`src/sv/cfr_pkg.sv`:
```
package cfr_pkg;

    // command codes
    localparam logic [7:0] OPC_PING       = 8'h01;
    localparam logic [7:0] OPC_LOAD_BLOCK = 8'h23;
    localparam logic [7:0] OPC_STROBE     = 8'h42;

    // reply codes as carried on the result word
    localparam logic REPLY_ACK  = 1'b0;
    localparam logic REPLY_NACK = 1'b1;

    // crc-32 generator, msb first
    localparam logic [31:0] CRC_POLY = 32'h04C1_1DB7;
    localparam logic [31:0] CRC_INIT = 32'hFFFF_FFFF;

    // packed widths of the stream words
    localparam int RX_DATA_W  = 8;
    localparam int RX_USER_W  = 2;
    localparam int RES_BITS   = 20;
    localparam int RES_DATA_W = 24;

    // parser states
    typedef enum logic [5:0] {
        ST_CMD     = 6'b000001,
        ST_IDX     = 6'b000010,
        ST_DATA    = 6'b000100,
        ST_CHK_LO  = 6'b001000,
        ST_CHK_HI  = 6'b010000,
        ST_INVALID = 6'b100000
    } cfr_state_t;

    // one received word
    typedef struct packed {
        logic       line_idle;
        logic       overrun;
        logic [7:0] rx_byte;
    } cfr_rx_t;

    // one result word
    typedef struct packed {
        logic       strobe_res;
        logic [7:0] write_data;
        logic [3:0] write_offset;
        logic [3:0] write_block;
        logic       write_valid;
        logic       reply_code;
        logic       reply_valid;
    } cfr_result_t;

    typedef logic [31:0][31:0] crc_cols_t;

    // response of 32 shift steps to each single input bit
    function automatic crc_cols_t crc_build_cols();
        crc_cols_t   cols;
        logic [31:0] c;
        for (int i = 0; i < 32; i++)
        begin
            c = 32'(1) << i;
            for (int j = 0; j < 32; j++)
            begin
                c = c[31] ? ((c << 1) ^ CRC_POLY) : (c << 1);
            end
            cols[i] = c;
        end
        return cols;
    endfunction

    localparam crc_cols_t CRC_COLS = crc_build_cols();

    // one zero-extended byte word through the crc, as a flat xor network
    function automatic logic [31:0] crc_step(input logic [31:0] crc, input logic [7:0] b);
        logic [31:0] x;
        logic [31:0] acc;
        x   = crc ^ {24'd0, b};
        acc = '0;
        for (int i = 0; i < 32; i++)
        begin
            if (x[i])
            begin
                acc = acc ^ CRC_COLS[i];
            end
        end
        return acc;
    endfunction

endpackage

```
`src/sv/crc_checked_command_frame_receiver_top.sv`:
```
// command frame receiver with crc check
// slave side: one word per received serial byte; s_tdata is the byte,
// s_tuser carries the overrun and idle-line flags of that byte
// master side: exactly one result word per slave word, carrying the
// ack/nack reply, a frame-buffer byte write and the strobe flag
// frames: command byte (ping, set-block, strobe); set-block adds a block
// index and BLOCK_BYTES data bytes; all end in a little-endian 16-bit check
// compared with the low half of a crc-32 over the frame bytes
// throughput: one word per cycle, back to back while m_tready is high; the crc
// update is a single xor network between the input register and the crc register
// path: an accepted word sits in the input register and moves to the result
// register when that is free; m_tvalid is driven by the result register
// stall: while m_tready is low the result register holds and the input
// register takes one more word, then s_tready drops
// reset: both registers empty, parser in the command state
module crc_checked_command_frame_receiver_top #(
    parameter int NUM_BLOCKS  = 16,
    parameter int BLOCK_BYTES = 16
) (
    input  logic                           clk,
    input  logic                           rst_n,
    input  logic                           s_tvalid,
    output logic                           s_tready,
    // rx_byte
    input  logic [cfr_pkg::RX_DATA_W-1:0]  s_tdata,
    // overrun, line_idle
    input  logic [cfr_pkg::RX_USER_W-1:0]  s_tuser,
    output logic                           m_tvalid,
    input  logic                           m_tready,
    // reply_valid, reply_code, write_valid, write_block[4], write_offset[4],
    // write_data[8], strobe_res, zero pad[4]
    output logic [cfr_pkg::RES_DATA_W-1:0] m_tdata
);

    cfr_pkg::cfr_rx_t     s_word;
    cfr_pkg::cfr_rx_t     hold_word;
    logic                 hold_valid;
    logic                 advance;
    cfr_pkg::cfr_result_t res;
    cfr_pkg::cfr_result_t res_reg;
    logic                 out_valid_reg;
    logic                 out_valid_next;

    assign s_word.rx_byte   = s_tdata;
    assign s_word.overrun   = s_tuser[0];
    assign s_word.line_idle = s_tuser[1];

    // held word moves into the result register when that is free
    assign advance = hold_valid && (!out_valid_reg || m_tready);

    cfr_in_stage u_in_stage (
        .clk        (clk),
        .rst_n      (rst_n),
        .s_tvalid   (s_tvalid),
        .s_tready   (s_tready),
        .s_word     (s_word),
        .advance    (advance),
        .hold_valid (hold_valid),
        .hold_word  (hold_word)
    );

    cfr_parser #(
        .NUM_BLOCKS  (NUM_BLOCKS),
        .BLOCK_BYTES (BLOCK_BYTES)
    ) u_parser (
        .clk   (clk),
        .rst_n (rst_n),
        .step  (advance),
        .rx    (hold_word),
        .res   (res)
    );

    // result register valid
    assign out_valid_next = advance || (out_valid_reg && !m_tready);

    always_ff @(posedge clk or negedge rst_n)
    begin
        if (!rst_n)
        begin
            out_valid_reg <= 1'b0;
        end
        else
        begin
            out_valid_reg <= out_valid_next;
        end
    end

    // result payload
    always_ff @(posedge clk)
    begin
        if (advance)
        begin
            res_reg <= res;
        end
    end

    assign m_tvalid = out_valid_reg;
    assign m_tdata  = {(cfr_pkg::RES_DATA_W - cfr_pkg::RES_BITS)'(0), res_reg};

endmodule

```
`src/sv/cfr_in_stage.sv`:
```
module cfr_in_stage (
    input  logic            clk,
    input  logic            rst_n,
    input  logic            s_tvalid,
    output logic            s_tready,
    input  cfr_pkg::cfr_rx_t s_word,
    input  logic            advance,
    output logic            hold_valid,
    output cfr_pkg::cfr_rx_t hold_word
);

    logic             valid_reg;
    logic             valid_next;
    cfr_pkg::cfr_rx_t word_reg;

    // free when empty or when the held word moves on this cycle
    assign s_tready   = !valid_reg || advance;
    assign valid_next = (s_tvalid && s_tready) || (valid_reg && !advance);

    // valid flag
    always_ff @(posedge clk or negedge rst_n)
    begin
        if (!rst_n)
        begin
            valid_reg <= 1'b0;
        end
        else
        begin
            valid_reg <= valid_next;
        end
    end

    // payload capture
    always_ff @(posedge clk)
    begin
        if (s_tvalid && s_tready)
        begin
            word_reg <= s_word;
        end
    end

    assign hold_valid = valid_reg;
    assign hold_word  = word_reg;

endmodule

```
`src/sv/cfr_parser.sv`:
```
module cfr_parser #(
    parameter int NUM_BLOCKS  = 16,
    parameter int BLOCK_BYTES = 16
) (
    input  logic                 clk,
    input  logic                 rst_n,
    input  logic                 step,
    input  cfr_pkg::cfr_rx_t     rx,
    output cfr_pkg::cfr_result_t res
);

    localparam int CNT_W = (BLOCK_BYTES > 1) ? $clog2(BLOCK_BYTES) : 1;

    cfr_pkg::cfr_state_t state_reg, state_next;
    logic                is_strobe_reg, is_strobe_next;
    logic [31:0]         crc_reg, crc_next;
    logic [7:0]          check_lo_reg, check_lo_next;
    logic [3:0]          block_reg, block_next;
    logic [CNT_W-1:0]    count_reg, count_next;
    logic [CNT_W+3:0]    count_ext;
    logic                count_last;
    logic                block_bad;
    logic [31:0]         crc_of_byte;

    assign count_ext   = {4'd0, count_reg};
    assign count_last  = (count_reg == CNT_W'(BLOCK_BYTES - 1));
    assign block_bad   = ({1'b0, rx.rx_byte} >= 9'(NUM_BLOCKS));
    assign crc_of_byte = cfr_pkg::crc_step(
        (state_reg == cfr_pkg::ST_CMD) ? cfr_pkg::CRC_INIT : crc_reg, rx.rx_byte);

    // next state and result for the word at hand
    always_comb
    begin
        res            = '0;
        state_next     = state_reg;
        is_strobe_next = is_strobe_reg;
        crc_next       = crc_reg;
        check_lo_next  = check_lo_reg;
        block_next     = block_reg;
        count_next     = count_reg;
        if (rx.overrun)
        begin
            res.reply_valid = 1'b1;
            res.reply_code  = cfr_pkg::REPLY_NACK;
            state_next      = cfr_pkg::ST_INVALID;
        end
        else if (rx.line_idle)
        begin
            state_next = cfr_pkg::ST_CMD;
        end
        else
        begin
            case (state_reg)
                cfr_pkg::ST_CMD:
                begin
                    is_strobe_next = (rx.rx_byte == cfr_pkg::OPC_STROBE);
                    crc_next       = crc_of_byte;
                    if (rx.rx_byte == cfr_pkg::OPC_LOAD_BLOCK)
                    begin
                        state_next = cfr_pkg::ST_IDX;
                    end
                    else if (rx.rx_byte inside {cfr_pkg::OPC_PING, cfr_pkg::OPC_STROBE})
                    begin
                        state_next = cfr_pkg::ST_CHK_LO;
                    end
                    else
                    begin
                        res.reply_valid = 1'b1;
                        res.reply_code  = cfr_pkg::REPLY_NACK;
                        state_next      = cfr_pkg::ST_INVALID;
                    end
                end
                cfr_pkg::ST_IDX:
                begin
                    if (block_bad)
                    begin
                        res.reply_valid = 1'b1;
                        res.reply_code  = cfr_pkg::REPLY_NACK;
                        state_next      = cfr_pkg::ST_INVALID;
                    end
                    else
                    begin
                        crc_next   = crc_of_byte;
                        block_next = rx.rx_byte[3:0];
                        count_next = '0;
                        state_next = cfr_pkg::ST_DATA;
                    end
                end
                cfr_pkg::ST_DATA:
                begin
                    res.write_valid  = 1'b1;
                    res.write_block  = block_reg;
                    res.write_offset = count_ext[3:0];
                    res.write_data   = rx.rx_byte;
                    crc_next         = crc_of_byte;
                    count_next       = count_reg + CNT_W'(1);
                    if (count_last)
                    begin
                        state_next = cfr_pkg::ST_CHK_LO;
                    end
                end
                cfr_pkg::ST_CHK_LO:
                begin
                    check_lo_next = rx.rx_byte;
                    state_next    = cfr_pkg::ST_CHK_HI;
                end
                cfr_pkg::ST_CHK_HI:
                begin
                    res.reply_valid = 1'b1;
                    if ({rx.rx_byte, check_lo_reg} != crc_reg[15:0])
                    begin
                        res.reply_code = cfr_pkg::REPLY_NACK;
                        state_next     = cfr_pkg::ST_INVALID;
                    end
                    else
                    begin
                        res.reply_code = cfr_pkg::REPLY_ACK;
                        res.strobe_res = is_strobe_reg;
                        state_next     = cfr_pkg::ST_CMD;
                    end
                end
                cfr_pkg::ST_INVALID:
                begin
                    state_next = cfr_pkg::ST_INVALID;
                end
                default:
                begin
                    res.reply_valid = 1'b1;
                    res.reply_code  = cfr_pkg::REPLY_NACK;
                    state_next      = cfr_pkg::ST_INVALID;
                end
            endcase
        end
    end

    // parser state, updated once per word
    always_ff @(posedge clk or negedge rst_n)
    begin
        if (!rst_n)
        begin
            state_reg     <= cfr_pkg::ST_CMD;
            is_strobe_reg <= 1'b0;
            crc_reg       <= cfr_pkg::CRC_INIT;
            check_lo_reg  <= '0;
            block_reg     <= '0;
            count_reg     <= '0;
        end
        else if (step)
        begin
            state_reg     <= state_next;
            is_strobe_reg <= is_strobe_next;
            crc_reg       <= crc_next;
            check_lo_reg  <= check_lo_next;
            block_reg     <= block_next;
            count_reg     <= count_next;
        end
    end

    // a write only comes out of the data phase
    assert property (@(posedge clk) disable iff (!rst_n)
        res.write_valid |-> (state_reg == cfr_pkg::ST_DATA))
        else $error("write outside data phase");

    // a strobe always rides on an ack
    assert property (@(posedge clk) disable iff (!rst_n)
        res.strobe_res |-> (res.reply_valid && (res.reply_code == cfr_pkg::REPLY_ACK)))
        else $error("strobe without ack");

    // an overrun word always lands in the invalid state
    assert property (@(posedge clk) disable iff (!rst_n)
        (step && rx.overrun) |=> (state_reg == cfr_pkg::ST_INVALID))
        else $error("overrun did not invalidate");

    // the last data word hands over to the check phase
    assert property (@(posedge clk) disable iff (!rst_n)
        (step && !rx.overrun && !rx.line_idle && (state_reg == cfr_pkg::ST_DATA) && count_last)
        |=> (state_reg == cfr_pkg::ST_CHK_LO))
        else $error("data phase overran block");

    // the invalid state stays silent
    assert property (@(posedge clk) disable iff (!rst_n)
        ((state_reg == cfr_pkg::ST_INVALID) && !rx.overrun) |-> !res.reply_valid)
        else $error("reply from invalid state");

endmodule

```
`config.mk`:
```
export PLATFORM = sky130hd
export DESIGN_NAME = crc_checked_command_frame_receiver_top
export DESIGN_NICKNAME = d
export VERILOG_FILES = /design/src/sv/cfr_pkg.sv /design/src/sv/crc_checked_command_frame_receiver_top.sv /design/src/sv/cfr_in_stage.sv /design/src/sv/cfr_parser.sv
export SDC_FILE = /design/constraint.sdc
export NUM_CORES = 1
export LEC_CHECK = 0
export ABC_AREA = 1
export CAP_MARGIN = 20
export CORE_MARGIN = 2
export CORE_UTILIZATION = 55
export CTS_CLUSTER_DIAMETER = 200
export DETAILED_ROUTE_END_ITERATION = 10
export DONT_BUFFER_PORTS = 1
export HOLD_SLACK_MARGIN = 0.15
export PLACE_DENSITY_LB_ADDON = 0.2
export SYNTH_ARGS = -nofsm -noshare
export SYNTH_HDL_FRONTEND = slang
export SYNTH_HIERARCHICAL = 1
export SYNTH_SLANG_ARGS = --single-unit
```
`constraint.sdc`:
```
create_clock -name clk -period 3.4 [get_ports clk]
set_clock_uncertainty 0.2 [all_clocks]
set_input_delay 0.17 -clock clk [delete_from_list [all_inputs] [get_ports clk]]
set_output_delay 0.17 -clock clk [all_outputs]
set_load 0.03 [all_outputs]
```
==> flow_metrics.py, run 1 <==
metrics = {
    "grt": {
        "first_global_vias": 7501,
        "initial_antenna_violation_count": 0,
        "grt_max_degree": 58,
        "grt_first_pass_wirelength_um": 44480,
        "track_usage_pct": 36.23,
        "global_route.overflow_total": 0,
    },
    "pwr": {
        "max-vdd-ir-drop_mv": 0.4558,
        "p_leak_nw": 4.557,
        "power_per_cell_area_mw_per_mm2": 1006,
        "totalPowerFinal_w": 0.009273,
    },
    "placed_design": {
        "place.gp.congestion": 1.014,
        "place.port_buffers": 0,
        "detailedPlacementHpwl_um": 22850,
        "placedInstanceArea_mm2": 0.008738,
        "place_worst_setup_slack_ns": 0.3513,
    },
    "clocking": {
        "cts_buffers": 9,
        "cts.repair.resized": 0,
        "clkSinkCount": 87,
        "clock-root-buffer": "sky130_fd_sc_hd__clkbuf_16",
        "clock_latency_ns": 0.36,
        "clock_tree.htree_level_count": 3,
        "tritoncts": "done",
        "postCtsSetupRepairBufs": 0,
        "clk_pin_slew_ns": 0.08,
        "cts_buffer_depth": 2,
    },
    "synth": {
        "syn_area_per_cell_um2": 6.664,
        "postSynth.asyncResetShare_pct": 65.52,
        "netlist_instances": 1284,
        "synth_area_mm2": 0.008557,
        "synth_top_family_by_area": "simple AND/OR/NAND/NOR gates",
        "yosysSeqAreaShare_pct": 27.68,
        "synthMuxAreaShare_pct": 0,
        "synth-edff-count": 30,
        "yosys.area_share.simple_pct": 41.83,
        "synth-seq-cells": 87,
        "yosys_warnings": 6,
        "synth_compound_gate_area_share_pct": 7.457,
        "area_share_of_fa_ha_maj_cells_after_synthesis_pct": 0.1462,
        "postSynth.topFlopCell": "sky130_fd_sc_hd__dfstp_2",
        "yosys.area_share.xor_xnor_pct": 14.24,
        "synthDistinctLibCells": 50,
    },
    "sta": {
        "finalWorstPathRequiredPeriod_ns": 3.175,
        "timing_max_transition_violations_final": 0,
        "worst-slew-pin-transition_ns": 0.7748,
        "finalSetupTns_ns": 0,
        "max_freq_mhz": 315.0,
        "timing.final.setup_violations": 0,
        "final_min_period_over_clock_period_pct": 93.38,
        "final.setup.worst_slack_ns": 0.2251,
        "max_slew_margin_pct": 47.80,
        "report.final.hold_viol_count": 0,
        "grt_setup_unrepaired": "false",
    },
    "routing": {
        "avgRoutedWirePerCell_um": 19.71,
        "firstDrtPassIters": 7,
        "drc": 0,
        "finalWirelength_um": 29430,
        "vias_per_cell": 5.705,
        "postRouteAntennaNets": 0,
        "drt_iter0_markers": 1144,
        "detailroute.via_count": 8518,
    },
    "run_status": {
        "outcome": "finished, final reports clean",
    },
    "critical_path": {
        "worst_r2r_path_depth": 12,
        "worstSetupStartpointType": "flop",
        "worst_r2r_startpoint": "u_parser/state_reg[4]",
        "critical_path.max_fanout": 21,
        "worst_ep_required_time_ns": 3.48,
        "setup.worst_path.class": "reg2reg",
        "end_kind": "flop",
        "cp_data_arrival_time_ns": 3.26,
        "r2r_end": "u_parser/crc_reg[25]",
        "r2r_slack_ns": 0.23,
    },
    "die": {
        "die_height_um": 128.7,
        "fp.dieW_um": 128.7,
        "core_mm2": 0.01520,
        "ioPinCount": 40,
        "die_area_mm2": 0.01657,
        "initial_utilization_pct": 56.29,
        "standard_cell_row_count": 45,
    },
    "run": {
        "max_capacitance_violation_count": 0,
    },
    "final_layout": {
        "drive_gt1_share_pct": 12.03,
        "final.fill_count": 1448,
        "design_area_mm2": 0.009223,
        "largest_register_ffs": 32,
        "antenna_cells_inserted": 0,
        "syn2layout_area_growth_pct": 7.779,
        "design.final.nets": 1315,
        "layout_common_cells": "504 x sky130_fd_sc_hd__nand2_1, 137 x sky130_fd_sc_hd__inv_1, 127 x sky130_fd_sc_hd__nand3_1",
        "commonest_non_fill_non_tap_cell_in_the_layout": "sky130_fd_sc_hd__nand2_1",
    },
    "min_path": {
        "class_of_the_most_critical_hold_timing_path": "in2async",
    },
}
==> cell type report <==
class / instances / area [um2] / share of cell area, %
Timing Repair Buffer: 25 / 252.7 / 2.740
Inverter: 152 / 573.1 / 6.214
Clock buffer: 9 / 225.2 / 2.442
Sequential cell: 87 / 2369 / 25.68
Clock inverter: 7 / 101.3 / 1.099
Tap cell: 188 / 235.2 / 2.551
Multi-Input combinational cell: 1025 / 5466 / 59.27
==> cell families (layout without fill, tap and decap cells) <==
family                     count (synthesis)  count (layout)
AOI/OAI and AO/OA                        107             107
xor gates and xnor gates                 128             128
adders and majority gates                  1               1
buffers and inverters                    175             193
DFF                                       87              87
other                                      1               4
and+or+nand+nor                          785             785
==> how the worst max path moves through the flow <==
stage / startpoint / endpoint / slack (ns) / depth (start not counted)
final: u_parser/state_reg[4] / u_parser/crc_reg[25] / 0.23 / 12
after global routing: u_parser/state_reg[0] / u_parser/crc_reg[4] / 0.09 / 16
after global placement: u_parser/state_reg[0] / u_parser/crc_reg[1] / 0.35 / 12
after CTS: u_parser/state_reg[4] / u_parser/crc_reg[25] / 0.35 / 12
after detailed placement: u_parser/state_reg[4] / u_parser/crc_reg[25] / 0.35 / 12
after floorplan: m_tvalid / u_parser/crc_reg[23] / 0.71 / 11
==> layer usage <==
metal	wire length, um	vias to the layer above	track usage (%)
li1	-	4083	-
met1	12810	3884	52.58
met2	12010	488	50.67
met3	3708	63	11.68
met4	901	0	12.08
met5	0	-	0
==> worst max-delay path: stages, from the launching register on <==
cell and delay [ns]:
sky130_fd_sc_hd__dfrtp_1 0.43, sky130_fd_sc_hd__nor2_2 0.27, sky130_fd_sc_hd__nand3_4 0.39, sky130_fd_sc_hd__nand2_1 0.41, sky130_fd_sc_hd__inv_1 0.19, sky130_fd_sc_hd__nand2_1 0.15
sky130_fd_sc_hd__nand2_1 0.20, sky130_fd_sc_hd__o21ai_0 0.31, sky130_fd_sc_hd__xnor2_1 0.18, sky130_fd_sc_hd__inv_1 0.07, sky130_fd_sc_hd__nand2_1 0.07, sky130_fd_sc_hd__nand3_1 0.09
sky130_fd_sc_hd__o21ai_1 0.14
==> report_power, final <==
group	leakage [nW]	internal, W	total [W]	switching (W)
Sequential	0.947	0.00131	0.00157	0.000255
Combinational	3.45	0.00218	0.00657	0.00439
Clock	0.160	0.000654	0.00113	0.000477
==> per-stage QoR <==
step                      cells  hold WS [ns]  utilization (%)
after CTS                  1493        0.1977            60.67
after floorplan            1287       -0.3256                -
final                      1493        0.2087            60.67
after global routing       1493        0.2261            60.67
after detailed placement   1463       -0.3245            57.48
after global placement     1463       -0.3247            57.48
==> Yosys cell counts (4+ instances only) <==
cell type                  instances  area [um2]
sky130_fd_sc_hd__buf_6             5       56.30
sky130_fd_sc_hd__xnor2_1          55       481.7
sky130_fd_sc_hd__nand4_1          16       100.1
sky130_fd_sc_hd__nand3_1         127       635.6
sky130_fd_sc_hd__clkbuf_1          7       26.28
sky130_fd_sc_hd__or2_1             6       37.54
sky130_fd_sc_hd__nand2_4          19       214.0
sky130_fd_sc_hd__inv_2            11       41.29
sky130_fd_sc_hd__dfstp_2          33       867.1
sky130_fd_sc_hd__nor2_1           50       187.7
sky130_fd_sc_hd__nor3_1            6       30.03
sky130_fd_sc_hd__xor2_1           63       551.8
sky130_fd_sc_hd__o21ai_1          16       80.08
sky130_fd_sc_hd__nand2_1         504        1892
sky130_fd_sc_hd__a21oi_1          13       65.06
sky130_fd_sc_hd__inv_1           137       514.2
sky130_fd_sc_hd__nand2_2          27       168.9
sky130_fd_sc_hd__dfrtp_1          24       600.6
sky130_fd_sc_hd__buf_2             6       30.03
sky130_fd_sc_hd__o21ai_0          47       235.2
sky130_fd_sc_hd__nand2_8           6       120.1
sky130_fd_sc_hd__buf_4             4       30.03
sky130_fd_sc_hd__o21ai_2          10       87.58
sky130_fd_sc_hd__nand3b_1         14       105.1
sky130_fd_sc_hd__edfxtp_1         30       900.9
sky130_fd_sc_hd__nand3_2           4       40.04
sky130_fd_sc_hd__xor2_2            5       81.33
==> timing repair <==
item	CTS	global route
endpoints found under the hold margin	91	0
setup endpoints to repair	0	0
hold buffers	14	0
(Power assumes the default switching activity.)
==> run 2: changes to the inputs <==
--- a/config.mk
+++ b/config.mk
@@ -16,5 +16,4 @@
 export PLACE_DENSITY_LB_ADDON = 0.2
 export SYNTH_ARGS = -nofsm -noshare
 export SYNTH_HDL_FRONTEND = slang
-export SYNTH_HIERARCHICAL = 1
 export SYNTH_SLANG_ARGS = --single-unit
==> constraint.sdc (replaced) <==
create_clock -name clk -period 3.3 [get_ports clk]
set_clock_uncertainty 0.2 [all_clocks]
set_input_delay 0.165 -clock clk [delete_from_list [all_inputs] [get_ports clk]]
set_output_delay 0.165 -clock clk [all_outputs]
set_load 0.03 [all_outputs]
==> run 2 against run 1 <==
Effect of this change: via count is 1.6% lower; sequential share of layout area is 0.52 points higher; worst setup slack worse by 0.035 ns; fmax is 2.1% higher; critical path depth is 1 higher; synthesized area is 2.5% lower; register-to-register slack worse by 0.04 ns; hold slack better by 0.025 ns; die area is 2.4% lower; synthesized cell count is 0.86% lower; count of clock-buffer cells in the layout is 1 higher; sequential cell count stayed put.
==> flow_metrics.py, run 2 <==
metrics = {
    "critical_path": {
        "critical-path-top-cell-by-count": "sky130_fd_sc_hd__nand2_1",
        "worstSetupStartpointType": "flop",
        "critical-path-top-delay-family": "simple AND/OR/NAND/NOR gates",
        "crit_path_cell_trace": "inv_2 > nor2_2 > nand3_4 > buf_4 > nand2_1 > nand2_1 > o21ai_2 > xor2_1 > xor2_1 > inv_1 > nand2_1 > nand3_1 > o21ai_1",
        "cp_data_arrival_time_ns": 3.20,
        "crit_slowest_cell": "sky130_fd_sc_hd__dfstp_2",
        "critical_path.max_fanout": 16,
        "crit_path_max_incr_delay_ns": 0.56,
        "worst_ep_required_time_ns": 3.39,
        "setup.worst_path.class": "reg2reg",
        "critPathBufInv": 3,
        "end_kind": "flop",
    },
    "sta": {
        "max_freq_mhz": 321.5,
        "final_min_period_over_clock_period_pct": 94.24,
        "finalWorstPathRequiredPeriod_ns": 3.110,
        "finalSetupTns_ns": 0,
        "timing.final.setup_violations": 0,
        "report.final.hold_viol_count": 0,
        "grt_setup_unrepaired": "false",
        "max_slew_margin_pct": 46.91,
        "timing_max_transition_violations_final": 0,
        "worst-slew-pin-transition_ns": 0.7955,
    },
    "synth": {
        "yosysSeqAreaShare_pct": 28.39,
        "postSynth.asyncResetShare_pct": 65.52,
        "yosys_warnings": 0,
        "synth-seq-cells": 87,
        "netlist_instances": 1273,
        "syn_area_per_cell_um2": 6.555,
        "synth.largest_area_cell": "sky130_fd_sc_hd__nand2_1",
        "yosys.area.top_type_share_pct": 21.64,
        "synth_area_mm2": 0.008344,
        "ys_top_cells_by_area": "sky130_fd_sc_hd__nand2_1 22%, sky130_fd_sc_hd__edfxtp_1 11%, sky130_fd_sc_hd__dfstp_2 10%, sky130_fd_sc_hd__xor2_1 7.2%, sky130_fd_sc_hd__dfrtp_1 7.2%",
        "synth_most_common_cell": "sky130_fd_sc_hd__nand2_1",
        "postSynth.topFlopCell": "sky130_fd_sc_hd__dfstp_2",
        "synth-edff-count": 30,
        "synthDistinctLibCells": 45,
        "synth.top_cells.by_count": "481 x sky130_fd_sc_hd__nand2_1, 140 x sky130_fd_sc_hd__inv_1, 119 x sky130_fd_sc_hd__nand3_1, 69 x sky130_fd_sc_hd__xor2_1, 56 x sky130_fd_sc_hd__xnor2_1",
    },
    "grt": {
        "grt_first_pass_wirelength_um": 43710,
        "track_usage_pct": 35.84,
        "grt_max_degree": 57,
        "initial_antenna_violation_count": 0,
        "first_global_vias": 7412,
        "global_route.overflow_total": 0,
    },
    "placed_design": {
        "place.gp.congestion": 1.041,
        "detailedPlacementHpwl_um": 21890,
        "place.port_buffers": 0,
    },
    "clocking": {
        "clkSinkCount": 87,
        "clk_pin_slew_ns": 0.08,
        "clock_latency_ns": 0.36,
        "clock-root-buffer": "sky130_fd_sc_hd__clkbuf_16",
        "cts.repair.resized": 0,
        "cts_buffer_depth": 2,
        "hold_buffers": 17,
        "tritoncts": "done",
        "cts_buffers": 9,
        "clock_tree.htree_level_count": 3,
        "postCtsSetupRepairBufs": 0,
    },
    "min_path": {
        "class_of_the_most_critical_hold_timing_path": "in2reg",
    },
    "final_layout": {
        "drive_gt1_share_pct": 11.34,
        "final_core_utilization_pct": 60.13,
        "layout.area.seq_mm2": 0.002369,
        "multiInputGateArea_mm2": 0.005223,
        "design.final.nets": 1306,
        "syn2layout_area_growth_pct": 8.337,
        "final.fill_count": 1450,
        "antenna_cells_inserted": 0,
        "largest_register_ffs": 32,
        "layout_common_cells": "481 x sky130_fd_sc_hd__nand2_1, 140 x sky130_fd_sc_hd__inv_1, 119 x sky130_fd_sc_hd__nand3_1",
        "commonest_non_fill_non_tap_cell_in_the_layout": "sky130_fd_sc_hd__nand2_1",
    },
    "routing": {
        "vias_per_cell": 5.647,
        "finalWirelength_um": 28550,
        "firstDrtPassIters": 8,
        "drc": 0,
        "avgRoutedWirePerCell_um": 19.24,
        "drt_iter0_markers": 923,
        "detailroute.via_count": 8380,
        "postRouteAntennaNets": 0,
    },
    "run": {
        "max_capacitance_violation_count": 0,
    },
    "die": {
        "core_mm2": 0.01503,
        "initial_utilization_pct": 55.51,
        "die_height_um": 127.2,
        "standard_cell_row_count": 45,
        "fp.dieW_um": 127.2,
        "ioPinCount": 40,
        "die_area_mm2": 0.01617,
    },
    "run_status": {
        "outcome": "finished, final reports clean",
    },
}
## run 2: cell count changes in the layout (fill, tap and decap cells not counted), moves of 5 or more
| cell | previous run | this run |
|---|---|---|
| sky130_fd_sc_hd__nor2_1 | 49 | 55 |
| sky130_fd_sc_hd__xor2_1 | 63 | 69 |
| sky130_fd_sc_hd__nand3_1 | 127 | 119 |
| sky130_fd_sc_hd__nand2_4 | 19 | 14 |
| sky130_fd_sc_hd__o21ai_1 | 16 | 44 |
| sky130_fd_sc_hd__nand2_8 | 6 | 0 |
| sky130_fd_sc_hd__inv_2 | 11 | 19 |
| sky130_fd_sc_hd__nand2_1 | 504 | 481 |
| sky130_fd_sc_hd__nand3b_1 | 14 | 8 |
## run 2: worst register-to-register path, cell delays in order, from the launching register on
cell and delay, ns:
sky130_fd_sc_hd__dfstp_2 0.56, sky130_fd_sc_hd__inv_2 0.05, sky130_fd_sc_hd__nor2_2 0.12, sky130_fd_sc_hd__nand3_4 0.23
sky130_fd_sc_hd__buf_4 0.31, sky130_fd_sc_hd__nand2_1 0.42, sky130_fd_sc_hd__nand2_1 0.13, sky130_fd_sc_hd__o21ai_2 0.14
sky130_fd_sc_hd__xor2_1 0.35, sky130_fd_sc_hd__xor2_1 0.25, sky130_fd_sc_hd__inv_1 0.07, sky130_fd_sc_hd__nand2_1 0.06
sky130_fd_sc_hd__nand3_1 0.07, sky130_fd_sc_hd__o21ai_1 0.09
## run 2: cell type report
type                    instances  area share, %
clock buffers                  10          2.533
flip-flops and latches         87          26.20
clock inverters                 6          1.080
well taps                     188          2.602
multi-input cells            1004          57.77
repair buffers                 28          3.128
inverters                     161          6.685
## run 2: path summary, 6_finish.rpt
kind,cells past startpoint,to,slack [ns],from
worst max-delay path,13,u_parser.crc_reg[22],0.19,u_parser.state_reg[0]
worst min-delay path,1,u_in_stage.hold_word[3],0.23,s_tdata[3]
worst max register to register,13,u_parser.crc_reg[22],0.19,u_parser.state_reg[0]
worst min register to register,2,u_parser.crc_reg[4],0.27,u_parser.crc_reg[4]
max in group asynchronous,4,u_parser.state_reg[5],1.39,rst_n
min in group asynchronous,3,u_in_stage.hold_valid,0.68,rst_n
## run 2: per-stage QoR
step / hold WS (ns) / instance area, um2 / instances / setup WS (ns)
2_1_floorplan: -0.3306 / 8356 / 1276 / 1.019
3_3_place_gp: -0.3297 / 8526 / 1451 / 0.3894
3_5_place_dp: -0.3298 / 8526 / 1451 / 0.3172
4_1_cts: 0.2247 / 9040 / 1484 / 0.2838
5_1_grt: 0.2396 / 9040 / 1484 / 0.002305
6_report: 0.2337 / 9040 / 1484 / 0.1900
## run 2: cell families after synthesis
family	Yosys count	synth area share (%)
XOR/XNOR	133	14.95
AO/OA/AOI/OAI	126	8.502
buffers and inverters	185	9.267
AND/OR/NAND/NOR	740	38.70
adder cells (fa/ha/maj)	1	0.1499
other	1	0.04494
flip-flops	87	28.39
## run 2: routing by layer
| metal | vias up | wire, um | global-route usage (%) |
|---|---|---|---|
| met5 | - | 0 | 0 |
| met4 | 0 | 933 | 11.44 |
| met3 | 71 | 3007 | 7.161 |
| met2 | 420 | 12040 | 53.16 |
| met1 | 3845 | 12580 | 52.58 |
| li1 | 4044 | - | - |
Power of run 2 is not shown: default switching activity piles up to over one toggle a cycle in this logic, so the estimate is an artifact.
